## src/design/chtab_pkg.sv

```systemverilog
package chtab_pkg;

  localparam int KEY_W       = 32;
  localparam int VAL_W       = 32;
  localparam int LEN_W       = 11;
  localparam int CFG_W       = 9;
  localparam int IN_TDATA_W  = 64;
  localparam int OUT_TDATA_W = 48;
  localparam int OUT_TUSER_W = 2;

  localparam logic             KIND_INSERT     = 1'b0;
  localparam logic             KIND_LOOKUP     = 1'b1;
  localparam logic [VAL_W-1:0] NOT_FOUND_VALUE = 32'hFFFF_FFFF;
  localparam logic [CFG_W-1:0] CFG_RESET       = 9'd256;

  // controller -> datapath
  typedef struct packed {
    logic clr;       // clear one bucket head, advance sweep
    logic load;      // capture the input transaction, start the divider
    logic div_step;  // one restoring division step
    logic decide;    // head entry is on the read port: insert or set up walk
    logic walk;      // compare one chain node
    logic out_load;  // move the pending result to the output register
  } ctrl_cmd_t;

  // datapath -> controller
  typedef struct packed {
    logic clr_last;
    logic div_last;
    logic walk_go;
    logic walk_end;
  } dp_status_t;

endpackage

```

## src/design/chtab_ctrl.sv

```systemverilog
module chtab_ctrl (
  input  logic                  clk,
  input  logic                  rst_n,
  input  logic                  in_tvalid,
  output logic                  in_tready,
  output logic                  out_tvalid,
  input  logic                  out_tready,
  input  chtab_pkg::dp_status_t st,
  output chtab_pkg::ctrl_cmd_t  cmd
);

  typedef enum logic [2:0] {
    S_CLEAR,
    S_IDLE,
    S_DIV,
    S_HREAD,
    S_DECIDE,
    S_WALK,
    S_FIN
  } state_t;

  state_t state_r;
  state_t state_nxt;
  logic   out_tvalid_r;
  logic   out_free;

  assign out_free   = !out_tvalid_r || out_tready;
  assign in_tready  = (state_r == S_IDLE);
  assign out_tvalid = out_tvalid_r;

  always_comb begin
    cmd          = '0;
    state_nxt    = state_r;
    unique case (state_r)
      S_CLEAR: begin
        cmd.clr = 1'b1;
        if (st.clr_last) begin
          state_nxt = S_IDLE;
        end
      end
      S_IDLE: begin
        if (in_tvalid) begin
          cmd.load  = 1'b1;
          state_nxt = S_DIV;
        end
      end
      S_DIV: begin
        cmd.div_step = 1'b1;
        if (st.div_last) begin
          state_nxt = S_HREAD;
        end
      end
      S_HREAD: begin
        state_nxt = S_DECIDE;
      end
      S_DECIDE: begin
        cmd.decide = 1'b1;
        state_nxt  = st.walk_go ? S_WALK : S_FIN;
      end
      S_WALK: begin
        cmd.walk = 1'b1;
        if (st.walk_end) begin
          state_nxt = S_FIN;
        end
      end
      S_FIN: begin
        // hold the result until the output register frees up
        if (out_free) begin
          cmd.out_load = 1'b1;
          state_nxt    = S_IDLE;
        end
      end
      default: state_nxt = S_CLEAR;
    endcase
  end

  always_ff @(posedge clk) begin
    if (!rst_n) begin
      state_r      <= S_CLEAR;
      out_tvalid_r <= 1'b0;
    end else begin
      state_r <= state_nxt;
      if (cmd.out_load) begin
        out_tvalid_r <= 1'b1;
      end else if (out_tready) begin
        out_tvalid_r <= 1'b0;
      end
    end
  end

  a_load_free: assert property (@(posedge clk) disable iff (!rst_n)
    cmd.out_load |-> (!out_tvalid_r || out_tready))
    else $error("result loaded over an untaken result");

  a_accept_div: assert property (@(posedge clk) disable iff (!rst_n)
    (in_tvalid && in_tready) |=> state_r == S_DIV)
    else $error("accepted transaction did not start the divider");

  a_walk_hold: assert property (@(posedge clk) disable iff (!rst_n)
    (state_r == S_WALK && !st.walk_end) |=> state_r == S_WALK)
    else $error("chain walk left early");

endmodule

```

## config.mk

```make
export PLATFORM = sky130hd
export DESIGN_NAME = chtab_ctrl
export DESIGN_NICKNAME = d
export VERILOG_FILES = /design/src/design/chtab_pkg.sv /design/src/design/chtab_ctrl.sv
export SDC_FILE = /design/constraint.sdc
export NUM_CORES = 1
export LEC_CHECK = 0
export ABC_AREA = 1
export BUFFER_PORTS_ARGS = -buffer_cell sky130_fd_sc_hd__buf_2
export CAP_MARGIN = 20
export CORE_AREA = 2 2 39 41
export CTS_CLUSTER_SIZE = 30
export DETAILED_ROUTE_END_ITERATION = 8
export DIE_AREA = 0 0 41 43
export SLEW_MARGIN = 20
export SYNTH_ARGS = -nofsm -noshare
export SYNTH_HDL_FRONTEND = slang
export SYNTH_SLANG_ARGS = --single-unit
export TNS_END_PERCENT = 100
```

## constraint.sdc

```tcl
create_clock -name clk -period 1 [get_ports clk]
set_input_delay 0.05 -clock clk [delete_from_list [all_inputs] [get_ports clk]]
set_output_delay 0.05 -clock clk [all_outputs]
set_load 0.01 [all_outputs]
```

==> results.py, run 1 <==
metrics = {
    "placed_design": {
        "portBuffers": 15,
        "gp_congestion": 0.840,
        "dp_hpwl_um": 735,
        "placed_cells_incl_taps": 97,
    },
    "clocking": {
        "insertion_delay_ns": 0.23,
        "clkTransAtPathRegs_ns": 0.03,
        "cts_num_sinks": 4,
        "cts_tree": "built",
        "cts.root.buffer_cell": "clkbuf_4",
        "htreeDepth": 1,
        "cts_made_buffers": 3,
        "cts_max_path_buffers": 2,
        "hold_buffers": 0,
    },
    "route": {
        "initialDrtViolationCount": 13,
        "firstDrtPassIters": 2,
        "drt_wl_total_um": 963,
        "via_count": 452,
        "ant_nets": 0,
        "drcViolationCount": 0,
        "routedWlPerCell_um": 9.26,
        "viasPerCell": 4.35,
    },
    "timing": {
        "min_period_over_period_pct": 115,
        "hold_viol": 0,
        "tns_ns": -1.08,
        "slew_headroom_pct": 88.4,
        "max_freq_mhz": 870,
        "finalSetupViolations": 10,
        "tightest_slew_ns": 0.172,
        "worst_slack_ns": -0.150,
        "holdWs_ns": 0.0118,
        "rsz0062_at_grt": "true",
        "finalClockSkew_ns": 0.00162,
        "maxSlewViolCount": 0,
        "fin_crit_ns": 1.15,
    },
    "global_route": {
        "grt_start_max_net_pins": 8,
        "antenna_found_initial": 0,
        "grt.total_usage_pct": 12.1,
        "grt_pass1_wl_mm": 1.44,
        "met1_usage_pct": 14.7,
        "grt.busiest_layer": "met2",
        "grt_util_met2_pct": 17.8,
        "grt_use_met3_pct": 1.57,
        "grt_overflow_total": 0,
        "first_global_vias": 389,
    },
    "worst_setup_path": {
        "rr_startpoint": "state_r[1]$_SDFFE_PN0P_",
        "crit_type": "reg2out",
        "cp.required_ns": 0.95,
        "cp-start-kind": "register",
        "cp.arrival_ns": 1.10,
        "regToRegEndpoint": "state_r[1]$_SDFFE_PN0P_",
        "critPathMaxFanout": 4,
        "endpoint_kind": "primary output",
        "r2r_cells": 7,
        "r2r_setup_slack_ns": -0.11,
    },
    "pwr": {
        "leakagePower_nw": 0.339,
        "p_per_area_mw_per_mm2": 2390,
        "ir_drop_mv": 0.841,
    },
    "finish": {
        "nets": 98,
        "drive_above_1_share_pct": 59.1,
        "antenna_cells": 0,
        "register_area_sq_um": 91.3,
        "layout_commonest_cell": "buf_2",
        "instances_no_fill": 104,
        "area_growth_pct": 69.6,
        "final_cell_mix": "buf_2 (12), inv_1 (11), nand2_1 (7), buf_4 (7)",
        "fin_util_pct": 45.4,
        "multi_input_area_sq_um": 253,
        "fillers": 147,
    },
    "synth": {
        "synth_cell_type_count": 19,
        "synth_ff_type": "dfxtp_1",
        "post_synth_inst_count": 62,
        "synthesis.nets": 70,
        "netlist_area_sq_um": 370,
        "yosysSeqAreaShare_pct": 21.6,
        "synth_edf_count": 0,
        "syn_area_per_cell_sq_um": 5.97,
        "async_reset_ff_share_pct": 0,
        "ys_warn_count": 0,
        "ys_ff_latch": 4,
    },
    "run_status": {
        "status": "finished, violations left",
        "violations": "negative setup slack",
    },
    "min_path": {
        "min_from": "rst_n",
        "min_delay_path_depth": 3,
        "hold_end": "state_r[0]$_SDFFE_PN0P_",
        "hp-class": "in2reg",
    },
    "floorplanning": {
        "die_h_um": 43,
        "die-width_um": 41,
        "io_pins": 16,
        "placement_rows": 14,
        "die-area_sq_mm": 0.00176,
        "coreArea_sq_mm": 0.00138,
        "start_util_pct": 26.8,
    },
    "flow_run": {
        "maxCapViolations": 0,
    },
}
## repair_timing
item	CTS	global route
pin swaps	5	4
setup endpoints to repair	10	10
resized for setup	14	13
cloned	0	0
setup buffers	3	1
## how the worst max path moves through the flow
stage	from	cells after the start	end	slack (ns)
2_1_floorplan	state_r[1]$_SDFFE_PN0P_	10	state_r[1]$_SDFFE_PN0P_	-0.05
3_3_place_gp	state_r[1]$_SDFFE_PN0P_	6	state_r[0]$_SDFFE_PN0P_	-0.17
3_5_place_dp	state_r[1]$_SDFFE_PN0P_	6	state_r[0]$_SDFFE_PN0P_	-0.18
4_1_cts	state_r[0]$_SDFFE_PN0P_	6	cmd[4]	-0.18
5_1_grt	state_r[0]$_SDFFE_PN0P_	6	cmd[4]	-0.22
6_report	state_r[0]$_SDFFE_PN0P_	6	cmd[4]	-0.15
## synthesized netlist by cell type, types with 2 or more instances
cell type | n | area (sq um)
nand2_1 | 9 | 33.8
nand2_2 | 2 | 12.5
nor2_2 | 2 | 12.5
nor2_1 | 7 | 26.3
inv_1 | 12 | 45.0
nand3_1 | 8 | 40.0
nor2_4 | 2 | 22.5
dfxtp_1 | 4 | 80.1
inv_2 | 3 | 11.3
o21ai_0 | 2 | 10.0
a21oi_1 | 3 | 15.0
## logic make-up after synthesis
group	Yosys count	share of synthesized area, %
AOI/OAI and AO/OA	8	12.2
buffers and inverters	17	20.3
and+or+nand+nor	33	45.9
DFF	4	21.6
## metrics by stage
step / setup slack [ns] / instance area, sq um / power (mW)
2_1_floorplan: -0.0514 / 370 / 0.772
3_3_place_gp: -0.171 / 492 / 1.00
3_5_place_dp: -0.180 / 492 / 1.01
4_1_cts: -0.182 / 573 / 1.37
5_1_grt: -0.221 / 628 / 1.65
6_report: -0.150 / 628 / 1.50
## state kept, by name (all words and copies together), names as in the netlist
| register | cells |
|---|---|
| state_r | 3 |
| out_tvalid | 1 |
## critical path: stages, from the launching register on
cell     delay (ns)
dfxtp_4        0.38
inv_6          0.05
nor2_4         0.08
nand2_2        0.07
buf_6          0.12
nor2_4         0.07
buf_6          0.10
## final cells by class
type	count	area share, %
clock buffer	3	3.59
sequential	4	14.5
multi-input combinational	41	40.2
inverter	15	9.76
timing repair buffer	25	28.7
tap	16	3.19
## where the power goes
part           internal, mW  switching [mW]  total (mW)
sequential            0.226          0.0968       0.323
combinational         0.514           0.470       0.984
clock                 0.134          0.0627       0.197
## per-layer routing
metal  wire (um)  part of all wire, %
met1         404                   42
met2         501                   52
met3          48                  5.0
met4           8                 0.83
met5           0                    0
No activity file was read; power rests on OpenSTA's default activity.
==> run 2: changes to the inputs <==
--- a/config.mk
+++ b/config.mk
@@ -9,6 +9,7 @@
 export BUFFER_PORTS_ARGS = -buffer_cell sky130_fd_sc_hd__buf_2
 export CAP_MARGIN = 20
 export CORE_AREA = 2 2 39 41
+export CTS_BUF_LIST = sky130_fd_sc_hd__clkbuf_8
 export CTS_CLUSTER_SIZE = 30
 export DETAILED_ROUTE_END_ITERATION = 8
 export DIE_AREA = 0 0 41 43
==> run 2 against run 1 <==
Net effect:
- the run still ends with negative setup slack left
- register-to-register slack is essentially flat
- die area unchanged
- clock power increased by 72%
- wire length increased by 0.42%
- total power is 9.4% higher
- sequential power about the same
- clock-buffer cell count did not move
- flip-flop and latch count unchanged
- first-iteration DRC count stayed put
- critical endpoint unchanged
- core utilization is 1.4 points higher
- sequential share of layout area is 0.42 points lower
- non-clock buffer count unchanged
==> results.py, run 2 (same netlist as run 1, synthesis figures left out) <==
metrics = {
    "clocking": {
        "cts.root.buffer_cell": "clkbuf_8",
        "cts_tree": "built",
        "clkTransAtPathRegs_ns": 0.03,
        "cts_max_path_buffers": 2,
        "insertion_delay_ns": 0.22,
        "htreeDepth": 1,
        "cts_made_buffers": 3,
        "cts_num_sinks": 4,
    },
    "timing": {
        "worst_slack_ns": -0.133,
        "tns_ns": -0.965,
        "min_period_over_period_pct": 113,
        "finalSetupViolations": 10,
        "slew_headroom_pct": 88.4,
        "rsz0062_at_grt": "true",
        "tightest_slew_ns": 0.172,
        "max_freq_mhz": 882,
        "fin_crit_ns": 1.13,
        "finalClockSkew_ns": 0.000577,
        "hold_viol": 0,
        "maxSlewViolCount": 0,
    },
    "floorplanning": {
        "io_pins": 16,
        "die-width_um": 41,
        "die_h_um": 43,
        "coreArea_sq_mm": 0.00138,
        "die-area_sq_mm": 0.00176,
        "start_util_pct": 26.8,
        "placement_rows": 14,
    },
    "worst_setup_path": {
        "critPathMaxFanout": 4,
        "endpoint_kind": "primary output",
        "crit_buf_inv": 3,
        "slowest_delay_ns": 0.38,
        "crit_cells": 6,
        "cp.arrival_ns": 1.08,
        "crit_start": "state_r[0]$_SDFFE_PN0P_",
        "r2r_setup_slack_ns": -0.11,
        "cp.required_ns": 0.95,
        "rr_startpoint": "state_r[1]$_SDFFE_PN0P_",
        "path_delay_family": "flip-flops",
        "slowest_stage": "dfxtp_4",
        "r2r_cells": 7,
        "cp-endpoint": "cmd[4]",
        "regToRegEndpoint": "state_r[1]$_SDFFE_PN0P_",
        "cp-start-kind": "register",
        "cp_cell_sequence": "inv_6 -> nor2_4 -> nand2_2 -> buf_6 -> nor2_4 -> buf_6",
        "crit_type": "reg2out",
    },
    "pwr": {
        "seq_power_share_pct": 19.6,
        "power_mw": 1.65,
        "combinationalPowerShare_pct": 59.8,
        "swShare_pct": 39.4,
        "leakagePower_nw": 0.347,
        "p_sw_uw": 648,
        "p_int_uw": 997,
        "clkPwrFrac_pct": 20.6,
        "ir_drop_mv": 0.846,
        "p_per_area_mw_per_mm2": 2540,
    },
    "finish": {
        "register_area_sq_um": 91.3,
        "fillers": 144,
        "area_growth_pct": 74.7,
        "antenna_cells": 0,
        "largest_register": "state_r",
        "stdcell_area_sq_um": 647,
        "largest_reg_flops": 3,
        "drive_above_1_share_pct": 59.1,
        "layout_commonest_cell": "buf_2",
        "final_cell_mix": "buf_2 (12), inv_1 (11), nand2_1 (7), buf_4 (7)",
        "multi_input_area_sq_um": 253,
        "nets": 98,
    },
    "placed_design": {
        "dp_hpwl_um": 735,
        "portBuffers": 15,
        "gp_congestion": 0.840,
        "dp_slack_ns": -0.180,
        "place_area_sq_um": 492,
    },
    "min_path": {
        "hp-class": "in2reg",
    },
    "global_route": {
        "first_global_vias": 389,
        "grt_overflow_total": 0,
        "grt.total_usage_pct": 12.6,
        "grt_pass1_wl_mm": 1.48,
        "antenna_found_initial": 0,
        "grt_start_max_net_pins": 8,
    },
    "route": {
        "firstDrtPassIters": 2,
        "ant_nets": 0,
        "drt_wl_total_um": 967,
        "viasPerCell": 4.38,
        "via_count": 456,
        "drcViolationCount": 0,
        "initialDrtViolationCount": 13,
        "routedWlPerCell_um": 9.30,
    },
    "run_status": {
        "violations": "negative setup slack",
        "status": "finished, violations left",
    },
    "flow_run": {
        "maxCapViolations": 0,
    },
}
## run 2: cell counts in the layout (fill, tap and decap cells not counted)
No cell type changed its count.
## run 2: cell type report
type                       count  share of cell area [%]
multi-input combinational     41                    39.1
timing repair buffer          25                    27.9
sequential                     4                    14.1
inverter                      15                    9.48
clock buffer                   3                    6.38
tap                           16                    3.09
## run 2: what timing repair did
item,in CTS,in global routing
setup buffers,3,1
gates cloned,0,0
endpoints found under the hold margin,0,0
hold buffers,0,0
resized for setup,14,13
pin swaps,5,4
setup endpoints to repair,10,10
## run 2: routing by layer
| layer | vias up | part of all wire (%) | GRT usage (%) |
|---|---|---|---|
| li1 | 246 | - | - |
| met1 | 195 | 42 | 15.3 |
| met2 | 13 | 49 | 17.8 |
| met3 | 2 | 5.6 | 3.14 |
| met4 | 0 | 2.8 | 10.0 |
| met5 | - | 0 | 0 |
## run 2: power groups by stage
stage / Clock (mW) / Sequential (mW) / Combinational [mW]
after detailed placement: 0 / 0.287 / 0.723
final: 0.339 / 0.323 / 0.984
after floorplan: 0 / 0.233 / 0.539
after global routing: 0.363 / 0.338 / 1.09
after CTS: 0.347 / 0.312 / 0.850
after global placement: 0 / 0.284 / 0.721
## run 2: how the worst min path moves through the flow
stage | startpoint | end | cells after the start
after floorplan | rst_n | state_r[0]$_SDFFE_PN0P_ | 2
after global placement | rst_n | state_r[0]$_SDFFE_PN0P_ | 3
after detailed placement | rst_n | state_r[0]$_SDFFE_PN0P_ | 3
after CTS | rst_n | state_r[0]$_SDFFE_PN0P_ | 3
after global routing | rst_n | state_r[0]$_SDFFE_PN0P_ | 3
final | rst_n | state_r[0]$_SDFFE_PN0P_ | 3
## run 2: metrics by stage
step	cells	hold slack, ns	util (%)
after detailed placement	97	0.257	35.5
final	104	0.0269	46.7
after global placement	97	0.255	35.5
after CTS	103	0.0323	42.8
after floorplan	62	0.148	-
after global routing	104	0.0366	46.7
## run 2: worst min-delay path, delay by kind of cell
family	cells	cell delay, ns
AND/OR/NAND/NOR	1	0.04
buffers and inverters	2	0.12
